--- config.mk ---
export PLATFORM = sky130hd
export DESIGN_NAME = sht_mac
export DESIGN_NICKNAME = d
export VERILOG_FILES = /design/src/rtl/sht_pkg.sv /design/src/rtl/sht_mac.sv
export SDC_FILE = /design/constraint.sdc
export NUM_CORES = 2
export LEC_CHECK = 0
export BUFFER_PORTS_ARGS = -buffer_cell sky130_fd_sc_hd__buf_2
export CAP_MARGIN = 20
export CORE_MARGIN = 4
export CORE_UTILIZATION = 30
export DETAILED_ROUTE_END_ITERATION = 8
export GPL_TIMING_DRIVEN = 1
export SYNTH_ARGS = -nofsm -noshare
export SYNTH_HDL_FRONTEND = slang
export SYNTH_SLANG_ARGS = --single-unit
--- constraint.sdc ---
create_clock -name clock -period 10.15 [get_ports clock]
set_input_delay 2.03 -clock clock [delete_from_list [all_inputs] [get_ports clock]]
set_output_delay 2.03 -clock clock [all_outputs]
set_load 0.01 [all_outputs]
--- src/rtl/sht_pkg.sv ---
// Shared types, constants and the sequencer microprogram for the sensor measurement controller.
package sht_pkg;

   // Configuration port
   localparam int CFG_W     = 16;
   localparam int CSR_IDX_W = 1;
   localparam logic [CSR_IDX_W-1:0] CSR_STARTUP = 1'd0;
   localparam logic [CSR_IDX_W-1:0] CSR_POLL    = 1'd1;

   localparam logic [CFG_W-1:0] STARTUP_RESET = 16'd11;
   localparam logic [CFG_W-1:0] POLL_RESET    = 16'd10;

   // Bits read per sensor word, including the byte that gets the host acknowledge
   localparam logic [4:0] READ_BITS = 5'd16;
   localparam logic [4:0] HACK_BIT  = 5'd8;

   // Sequencer
   localparam int STEP_W = 6;
   localparam int CNT_W  = 5;
   localparam int WORD_W = 16;

   localparam logic [STEP_W-1:0] ST_IDLE    = 6'd0;
   localparam logic [STEP_W-1:0] ST_STARTUP = 6'd1;
   localparam logic [STEP_W-1:0] ST_RESET   = 6'd2;
   localparam logic [STEP_W-1:0] ST_TSTART  = 6'd3;
   localparam logic [STEP_W-1:0] ST_CMD     = 6'd4;
   localparam logic [STEP_W-1:0] ST_ACK     = 6'd5;
   localparam logic [STEP_W-1:0] ST_POLL    = 6'd6;
   localparam logic [STEP_W-1:0] ST_RDLO    = 6'd7;
   localparam logic [STEP_W-1:0] ST_RDHI    = 6'd8;
   localparam logic [STEP_W-1:0] ST_HACKA   = 6'd9;
   localparam logic [STEP_W-1:0] ST_HACKB   = 6'd10;
   localparam logic [STEP_W-1:0] ST_RDEND   = 6'd11;
   localparam logic [STEP_W-1:0] ST_CONV    = 6'd12;
   localparam logic [STEP_W-1:0] ST_ROUND   = 6'd28;

   // Pin patterns: transmission start, indexed by tick within the pattern
   localparam logic [7:0] TS_SCK  = 8'b0011_0110;
   localparam logic [7:0] TS_PULL = 8'b0001_1100;

   localparam logic [7:0] CMD_TEMP = 8'h03;
   localparam logic [7:0] CMD_HUM  = 8'h05;

   // Conversion arithmetic, 40 fraction bits
   localparam int ACC_W   = 62;
   localparam int FRAC_W  = 40;
   localparam int X_W     = 34;
   localparam int B_W     = 17;
   localparam int PROD_W  = X_W + B_W;
   localparam int K_W     = 48;
   localparam int CHUNK_W = 16;
   localparam int RR_W    = 32;
   localparam int RS_W    = 33;
   localparam int TEMP_W  = 17;
   localparam int HUM_W   = 16;
   localparam int HROUND_W = ACC_W - FRAC_W;

   localparam logic signed [ACC_W-1:0] Q_C0  = -62'sd225048039973192;
   localparam logic signed [K_W-1:0]   Q_C1  = 48'sd4035207673938;
   localparam logic signed [K_W-1:0]   Q_NC2 = -48'sd175427080;
   localparam logic signed [K_W-1:0]   Q_D0  = 48'sd10995116278;
   localparam logic signed [K_W-1:0]   Q_D1  = 48'sd87960930;
   localparam logic signed [ACC_W-1:0] ROUND_HALF = 62'sd549755813888;

   localparam logic signed [TEMP_W-1:0] TEMP_OFS = 17'sd3965;
   localparam logic signed [TEMP_W-1:0] SLOPE_OFS = 17'sd6465;

   localparam logic signed [HROUND_W-1:0] HUM_MAX = 22'sd32767;
   localparam logic signed [HROUND_W-1:0] HUM_MIN = -22'sd32768;

   typedef enum logic [2:0] {
      SCK_LO, SCK_HI, SCK_RST, SCK_TS, SCK_CMD, SCK_ACK
   } sck_sel_type;

   typedef enum logic [1:0] {
      PULL_OFF, PULL_ON, PULL_TS, PULL_CMD
   } pull_sel_type;

   typedef enum logic [3:0] {
      BR_NEXT, BR_JUMP, BR_START, BR_WAIT, BR_COUNT,
      BR_ACK, BR_POLL, BR_SHIFT, BR_READ, BR_HUM
   } br_type;

   typedef enum logic [1:0] {
      GO_HOLD, GO_NEXT, GO_A, GO_B
   } go_type;

   typedef enum logic [1:0] {
      X_R, X_S, X_RR, X_RS
   } xsel_type;

   typedef enum logic {
      B_R, B_K
   } bsel_type;

   typedef enum logic [1:0] {
      K_C1, K_NC2, K_D0, K_D1
   } kconst_type;

   typedef enum logic [1:0] {
      MD_NONE, MD_P, MD_RR, MD_RS
   } mdest_type;

   typedef struct packed {
      logic       init;
      logic       add;
      mdest_type  dest;
      xsel_type   x_sel;
      bsel_type   b_sel;
      kconst_type kconst;
      logic [1:0] pos;
   } mac_ctl_type;

   typedef struct packed {
      logic              wait_item;
      sck_sel_type       sck_sel;
      pull_sel_type      pull_sel;
      br_type            br;
      logic [CNT_W-1:0]  limit;
      logic [STEP_W-1:0] jump_a;
      logic [STEP_W-1:0] jump_b;
      logic              done_a;
      logic              defer_a;
      mac_ctl_type       mac;
   } ctl_type;

   // One 17-bit signed slice of a 48-bit coefficient; the top slice carries the sign
   function automatic logic signed [B_W-1:0] k_chunk(kconst_type k, logic [1:0] pos);
      logic signed [K_W-1:0] kv;
      logic [CHUNK_W-1:0]    c;
      case (k)
         K_C1:    kv = Q_C1;
         K_NC2:   kv = Q_NC2;
         K_D0:    kv = Q_D0;
         K_D1:    kv = Q_D1;
         default: kv = Q_C1;
      endcase
      case (pos)
         2'd0:    c = kv[CHUNK_W-1:0];
         2'd1:    c = kv[2*CHUNK_W-1:CHUNK_W];
         default: c = kv[3*CHUNK_W-1:2*CHUNK_W];
      endcase
      if (pos == 2'd0 || pos == 2'd1) begin
         return signed'({1'b0, c});
      end
      return signed'({c[CHUNK_W-1], c});
   endfunction

   function automatic mac_ctl_type mac_mul(xsel_type x, bsel_type b, kconst_type k,
                                           logic [1:0] pos, mdest_type d, logic add);
      mac_ctl_type m;
      m        = '0;
      m.x_sel  = x;
      m.b_sel  = b;
      m.kconst = k;
      m.pos    = pos;
      m.dest   = d;
      m.add    = add;
      return m;
   endfunction

   // Microprogram ROM
   function automatic ctl_type ucode(logic [STEP_W-1:0] step);
      ctl_type c;
      c           = '0;
      c.wait_item = 1'b0;
      c.br        = BR_NEXT;
      case (step)
         ST_IDLE: begin
            c.wait_item = 1'b1;
            c.br        = BR_START;
            c.jump_a    = ST_STARTUP;
         end
         ST_STARTUP: begin
            c.wait_item = 1'b1;
            c.br        = BR_WAIT;
            c.jump_a    = ST_RESET;
         end
         ST_RESET: begin
            c.wait_item = 1'b1;
            c.sck_sel   = SCK_RST;
            c.br        = BR_COUNT;
            c.limit     = 5'd17;
            c.jump_a    = ST_TSTART;
         end
         ST_TSTART: begin
            c.wait_item = 1'b1;
            c.sck_sel   = SCK_TS;
            c.pull_sel  = PULL_TS;
            c.br        = BR_COUNT;
            c.limit     = 5'd6;
            c.jump_a    = ST_CMD;
         end
         ST_CMD: begin
            c.wait_item = 1'b1;
            c.sck_sel   = SCK_CMD;
            c.pull_sel  = PULL_CMD;
            c.br        = BR_COUNT;
            c.limit     = 5'd15;
            c.jump_a    = ST_ACK;
         end
         ST_ACK: begin
            c.wait_item = 1'b1;
            c.sck_sel   = SCK_ACK;
            c.br        = BR_ACK;
            c.jump_a    = ST_IDLE;
            c.done_a    = 1'b1;
         end
         ST_POLL: begin
            c.wait_item = 1'b1;
            c.br        = BR_POLL;
         end
         ST_RDLO: begin
            c.wait_item = 1'b1;
            c.br        = BR_SHIFT;
         end
         ST_RDHI: begin
            c.wait_item = 1'b1;
            c.sck_sel   = SCK_HI;
            c.br        = BR_READ;
            c.jump_a    = ST_RDEND;
            c.jump_b    = ST_RDLO;
         end
         ST_HACKA: begin
            c.wait_item = 1'b1;
            c.pull_sel  = PULL_ON;
         end
         ST_HACKB: begin
            c.wait_item = 1'b1;
            c.sck_sel   = SCK_HI;
            c.pull_sel  = PULL_ON;
            c.br        = BR_JUMP;
            c.jump_a    = ST_RDLO;
         end
         ST_RDEND: begin
            c.wait_item = 1'b1;
            c.br        = BR_HUM;
            c.jump_a    = ST_CONV;
            c.jump_b    = ST_TSTART;
            c.defer_a   = 1'b1;
         end
         ST_CONV:          c.mac.init = 1'b1;
         ST_CONV + 6'd1:   c.mac = mac_mul(X_R,  B_K, K_C1,  2'd0, MD_P,  1'b0);
         ST_CONV + 6'd2:   c.mac = mac_mul(X_R,  B_K, K_C1,  2'd1, MD_P,  1'b1);
         ST_CONV + 6'd3:   c.mac = mac_mul(X_R,  B_K, K_C1,  2'd2, MD_P,  1'b1);
         ST_CONV + 6'd4:   c.mac = mac_mul(X_R,  B_R, K_C1,  2'd0, MD_RR, 1'b1);
         ST_CONV + 6'd5:   c.mac = mac_mul(X_RR, B_K, K_NC2, 2'd0, MD_P,  1'b0);
         ST_CONV + 6'd6:   c.mac = mac_mul(X_RR, B_K, K_NC2, 2'd1, MD_P,  1'b1);
         ST_CONV + 6'd7:   c.mac = mac_mul(X_RR, B_K, K_NC2, 2'd2, MD_P,  1'b1);
         ST_CONV + 6'd8:   c.mac = mac_mul(X_S,  B_K, K_D0,  2'd0, MD_P,  1'b1);
         ST_CONV + 6'd9:   c.mac = mac_mul(X_S,  B_K, K_D0,  2'd1, MD_P,  1'b1);
         ST_CONV + 6'd10:  c.mac = mac_mul(X_S,  B_K, K_D0,  2'd2, MD_P,  1'b1);
         ST_CONV + 6'd11:  c.mac = mac_mul(X_S,  B_R, K_C1,  2'd0, MD_RS, 1'b1);
         ST_CONV + 6'd12:  c.mac = mac_mul(X_RS, B_K, K_D1,  2'd0, MD_P,  1'b0);
         ST_CONV + 6'd13:  c.mac = mac_mul(X_RS, B_K, K_D1,  2'd1, MD_P,  1'b1);
         ST_CONV + 6'd14:  c.mac = mac_mul(X_RS, B_K, K_D1,  2'd2, MD_P,  1'b1);
         ST_CONV + 6'd15:  c.mac = mac_mul(X_R,  B_R, K_C1,  2'd0, MD_NONE, 1'b1);
         ST_ROUND: begin
            c.br     = BR_JUMP;
            c.jump_a = ST_IDLE;
            c.done_a = 1'b1;
         end
         default: begin
            c.wait_item = 1'b1;
            c.br        = BR_JUMP;
            c.jump_a    = ST_IDLE;
         end
      endcase
      return c;
   endfunction

endpackage

--- src/rtl/sht_mac.sv ---
// Multiply-accumulate datapath for the humidity compensation, stepped by the microprogram.
module sht_mac (
   input  logic                                clock,
   input  sht_pkg::mac_ctl_type                mac_ctl,
   input  logic [sht_pkg::WORD_W-1:0]          raw_temp,
   input  logic [sht_pkg::WORD_W-1:0]          raw_hum,
   output logic signed [sht_pkg::HUM_W-1:0]    humidity
);
   import sht_pkg::*;

   logic signed [ACC_W-1:0]    acc_ff;
   logic signed [ACC_W-1:0]    acc_in;
   logic signed [PROD_W-1:0]   p_ff;
   logic [1:0]                 pos_ff;
   logic [RR_W-1:0]            rr_ff;
   logic signed [RS_W-1:0]     rs_ff;

   logic signed [TEMP_W-1:0]   slope;
   logic signed [X_W-1:0]      x_op;
   logic signed [B_W-1:0]      b_op;
   logic signed [PROD_W-1:0]   prod;
   logic signed [ACC_W-1:0]    p_ext;
   logic signed [ACC_W-1:0]    addend;
   logic signed [ACC_W-1:0]    rnd;
   logic signed [HROUND_W-1:0] h_round;

   // temperature term runs on (t - 2500), t = raw - 3965
   assign slope = signed'({1'b0, raw_temp}) - SLOPE_OFS;

   always_comb begin
      case (mac_ctl.x_sel)
         X_R:     x_op = signed'({{(X_W-WORD_W){1'b0}}, raw_hum});
         X_S:     x_op = {{(X_W-TEMP_W){slope[TEMP_W-1]}}, slope};
         X_RR:    x_op = signed'({{(X_W-RR_W){1'b0}}, rr_ff});
         X_RS:    x_op = {{(X_W-RS_W){rs_ff[RS_W-1]}}, rs_ff};
         default: x_op = '0;
      endcase
      case (mac_ctl.b_sel)
         B_R:     b_op = signed'({1'b0, raw_hum});
         B_K:     b_op = k_chunk(mac_ctl.kconst, mac_ctl.pos);
         default: b_op = '0;
      endcase
   end

   assign prod  = x_op * b_op;
   assign p_ext = {{(ACC_W-PROD_W){p_ff[PROD_W-1]}}, p_ff};

   // place the previous partial product at its chunk position
   always_comb begin
      case (pos_ff)
         2'd0:    addend = p_ext;
         2'd1:    addend = p_ext <<< CHUNK_W;
         default: addend = p_ext <<< (2 * CHUNK_W);
      endcase
      if (mac_ctl.init) begin
         acc_in = Q_C0;
      end else if (mac_ctl.add) begin
         acc_in = acc_ff + addend;
      end else begin
         acc_in = acc_ff;
      end
   end

   always_ff @(posedge clock) begin
      acc_ff <= acc_in;
      case (mac_ctl.dest)
         MD_P: begin
            p_ff   <= prod;
            pos_ff <= mac_ctl.pos;
         end
         MD_RR:   rr_ff <= prod[RR_W-1:0];
         MD_RS:   rs_ff <= prod[RS_W-1:0];
         default: ;
      endcase
   end

   // round half up, then clamp to 16 bits
   assign rnd     = acc_ff + ROUND_HALF;
   assign h_round = rnd[ACC_W-1:FRAC_W];

   always_comb begin
      if (h_round > HUM_MAX) begin
         humidity = HUM_MAX[HUM_W-1:0];
      end else if (h_round < HUM_MIN) begin
         humidity = HUM_MIN[HUM_W-1:0];
      end else begin
         humidity = h_round[HUM_W-1:0];
      end
   end

endmodule
==> results.yml <==
outcome:
  status: "completed"
detailed_routing:
  postRouteAntennaNets: 0
  drtIter0Drc: 1737
  vias_per_cell: 4.93
  drc_errors: 0
  firstDrtPassIters: 6
  vias: 24500
  wire_per_inst_um: 18.7
  routed_wl_mm: 92.8
sta:
  fmax_mhz: 103
  finalSetupViolCount: 0
  final_max_slew_viol_count: 0
  final.setup.worst_slack_ns: 0.440
  relSlewSlack: 0.318
  rsz0062_at_grt: "false"
  tightest_slew_ns: 1.02
  min_period_ns: 9.71
  worst_clock_skew_ns: 0.0180
  post-route-period-util: 0.957
  hold_viol: 0
  setup_tns_ns: 0
worst_setup_path:
  crit_type: "in2reg"
  cp_max_fo: 9
  startpoint_type: "input port"
  worstRegToRegCells: 24
  crit_buf_inv: 5
  crit_start: "raw_temp[3]"
  worstSetupEndpoint: "p_ff[35]"
  critPathArrivalTime_ns: 9.89
  slowest_delay_ns: 0.60
  end_kind: "register"
  rr_endpoint: "p_ff[45]"
  path_common_cell: "fa_1"
  critical_path_required_ns: 10.33
  path_depth: 31
  r2r-start: "rr_ff[24]"
  r2r_setup_slack_ns: 2.66
  cpMaxStageDelayCell: "mux4_2"
  path_delay_family: "adder cells"
finish:
  syn_to_final_growth_pct: 9.19
  fill_cells: 10800
  drive_above_1_share: 0.0757
  nets: 4339
  multiInputGateArea_um2: 23700
  seqCellArea_um2: 4780
  fin_area_um2: 34200
cts:
  cts_max_path_buffers: 2
  cts_hold_buf: 0
  postCtsResizedCells: 0
  clockRootBuffer: "clkbuf_16"
  clock_latency_ns: 0.46
  cts_buffers: 17
  cts_tree: "done"
  clock_sinks: 180
  clkTransAtPathRegs_ns: 0.07
  htree_levels: 4
  cts_setup_buffers: 0
synthesis:
  synth_area_um2: 31400
  yosysWarnings: 0
  synth_ff_type: "edfxtp_1"
  synth.ff_latch_count: 180
  synth_cell_type_count: 89
  synth.net_count: 4304
  synthCells: 3530
  synth_edf_count: 118
  synth.yosys.seq_area_share: 0.153
  async_flop_share: 0
  syn_area_per_cell_um2: 8.88
floorplanning:
  ios: 60
  die-area_um2: 110000
  rows: 118
  fp.dieH_um: 331
  initial_core_util: 0.303
  die_x_um: 331
  core_area_um2: 104000
global_route:
  gr-usage-all-layers: 0.169
  grt_pass1_vias: 25500
  grt_max_degree: 78
  antenna_found_initial: 7
  grt_pass1_wl_mm: 147
  gr-total-overflow: 0
place:
  pre_cts_ws_ns: -0.0787
  portBuffers: 59
  hpwlAfterDp_mm: 78.1
  dpl-instance-area_um2: 33600
  gp_congestion: 0.908
flow_run:
  cap_viol_max_count: 0
worst_hold_path:
  hold_path_class: "reg2reg"
## final cells by class
class,count,area share
multi-input cells,2592,0.692
flip-flops and latches,180,0.140
inverters,612,0.0671
well taps,1380,0.0504
repair buffers,162,0.0338
clock buffers,18,0.0125
clock inverters,14,0.00471
diodes,2,0.000146
## stage by stage
step	instances	hold slack, ns	util
after global placement	4925	0.459	0.324
after detailed placement	4925	0.460	0.324
after floorplan	3530	0.446	-
after global routing	4958	0.499	0.330
after CTS	4957	0.481	0.330
final	4960	0.477	0.330
## worst min path at each step
stage | start | end | cells after the start
6_report | acc_ff[12] | acc_ff[12] | 1
5_1_grt | acc_ff[27] | acc_ff[27] | 1
4_1_cts | acc_ff[12] | acc_ff[12] | 1
3_5_place_dp | acc_ff[12] | acc_ff[12] | 1
3_3_place_gp | acc_ff[36] | acc_ff[36] | 1
2_1_floorplan | acc_ff[12] | acc_ff[12] | 1
## synth_stat cells (9+ instances only)
master	instances	area, um2
o21bai_1	14	105
nand2b_1	21	131
a31oi_1	15	93.8
nor2b_1	24	150
mux2i_1	72	721
nand3_1	46	230
nand4_1	20	125
a21o_1	86	646
and3_1	14	87.6
dfxtp_1	62	1240
clkbuf_1	115	432
o211ai_1	15	113
xnor2_1	81	709
mux2_2	29	327
a211oi_1	23	173
buf_2	9	45.0
buf_1	9	33.8
nor3_1	24	120
nor2_1	415	1560
o31ai_1	9	67.6
fa_1	542	10900
and2_1	39	244
o21ai_0	109	546
edfxtp_1	118	3540
o21a_1	17	128
o21ai_1	23	115
inv_1	609	2290
a21oi_1	187	936
ha_1	188	2350
a211o_1	14	123
nand2_1	407	1530
xor2_1	52	455
## layout by cell type (no fill, tap or decap), types with 15 or more instances in the layout
cell	Yosys	final
nor2b_1	24	22
o21a_1	17	17
and2_1	39	38
clkbuf_16	0	17
nand2b_1	21	21
buf_4	1	96
fa_1	542	542
o21ai_1	23	22
o21ai_0	109	109
mux2_2	29	29
xnor2_1	81	81
nand3_1	46	46
nor2_1	415	415
dfxtp_1	62	62
nand4_1	20	20
a211oi_1	23	21
a21o_1	86	86
a21oi_1	187	183
inv_1	609	609
mux2i_1	72	72
ha_1	188	188
edfxtp_1	118	118
o211ai_1	15	15
a31oi_1	15	15
nor3_1	24	24
xor2_1	52	52
nand2_1	407	407
buf_2	9	59
## worst reg2reg max path, delay by kind of cell (launching register included)
family                     cells  cell delay (ns)
buffers and inverters          4             0.24
AOI/OAI and AO/OA              8             2.22
and+or+nand+nor                3             0.43
muxes                          1             0.36
DFF                            1             0.38
xor gates and xnor gates       1             0.10
adders and majority gates      7             3.51
## sequential cells by signal (all words and copies together), names as in the netlist
register,count
acc_ff,62
p_ff,51
rs_ff,33
rr_ff,32
pos_ff,2
## routing by layer
| layer | track usage | part of all wire | up-vias |
|---|---|---|---|
| met1 | 0.229 | 0.43 | 12200 |
| li1 | - | - | 11300 |
| met5 | 0 | 0.00014 | - |
| met4 | 0.0598 | 0.038 | 2 |
| met2 | 0.264 | 0.45 | 843 |
| met3 | 0.0387 | 0.084 | 144 |
## cells by family after synthesis
| group | Yosys count | synth area share |
|---|---|---|
| AO/OA/AOI/OAI | 569 | 0.114 |
| XOR/XNOR | 133 | 0.0372 |
| adder cells (fa/ha/maj) | 730 | 0.421 |
| buffers and inverters | 758 | 0.0946 |
| flip-flops | 180 | 0.153 |
| multiplexers | 105 | 0.0363 |
| AND/OR/NAND/NOR | 1055 | 0.144 |
Power is not shown: default switching activity piles up to over one toggle a cycle in this logic, so the estimate is an artifact.
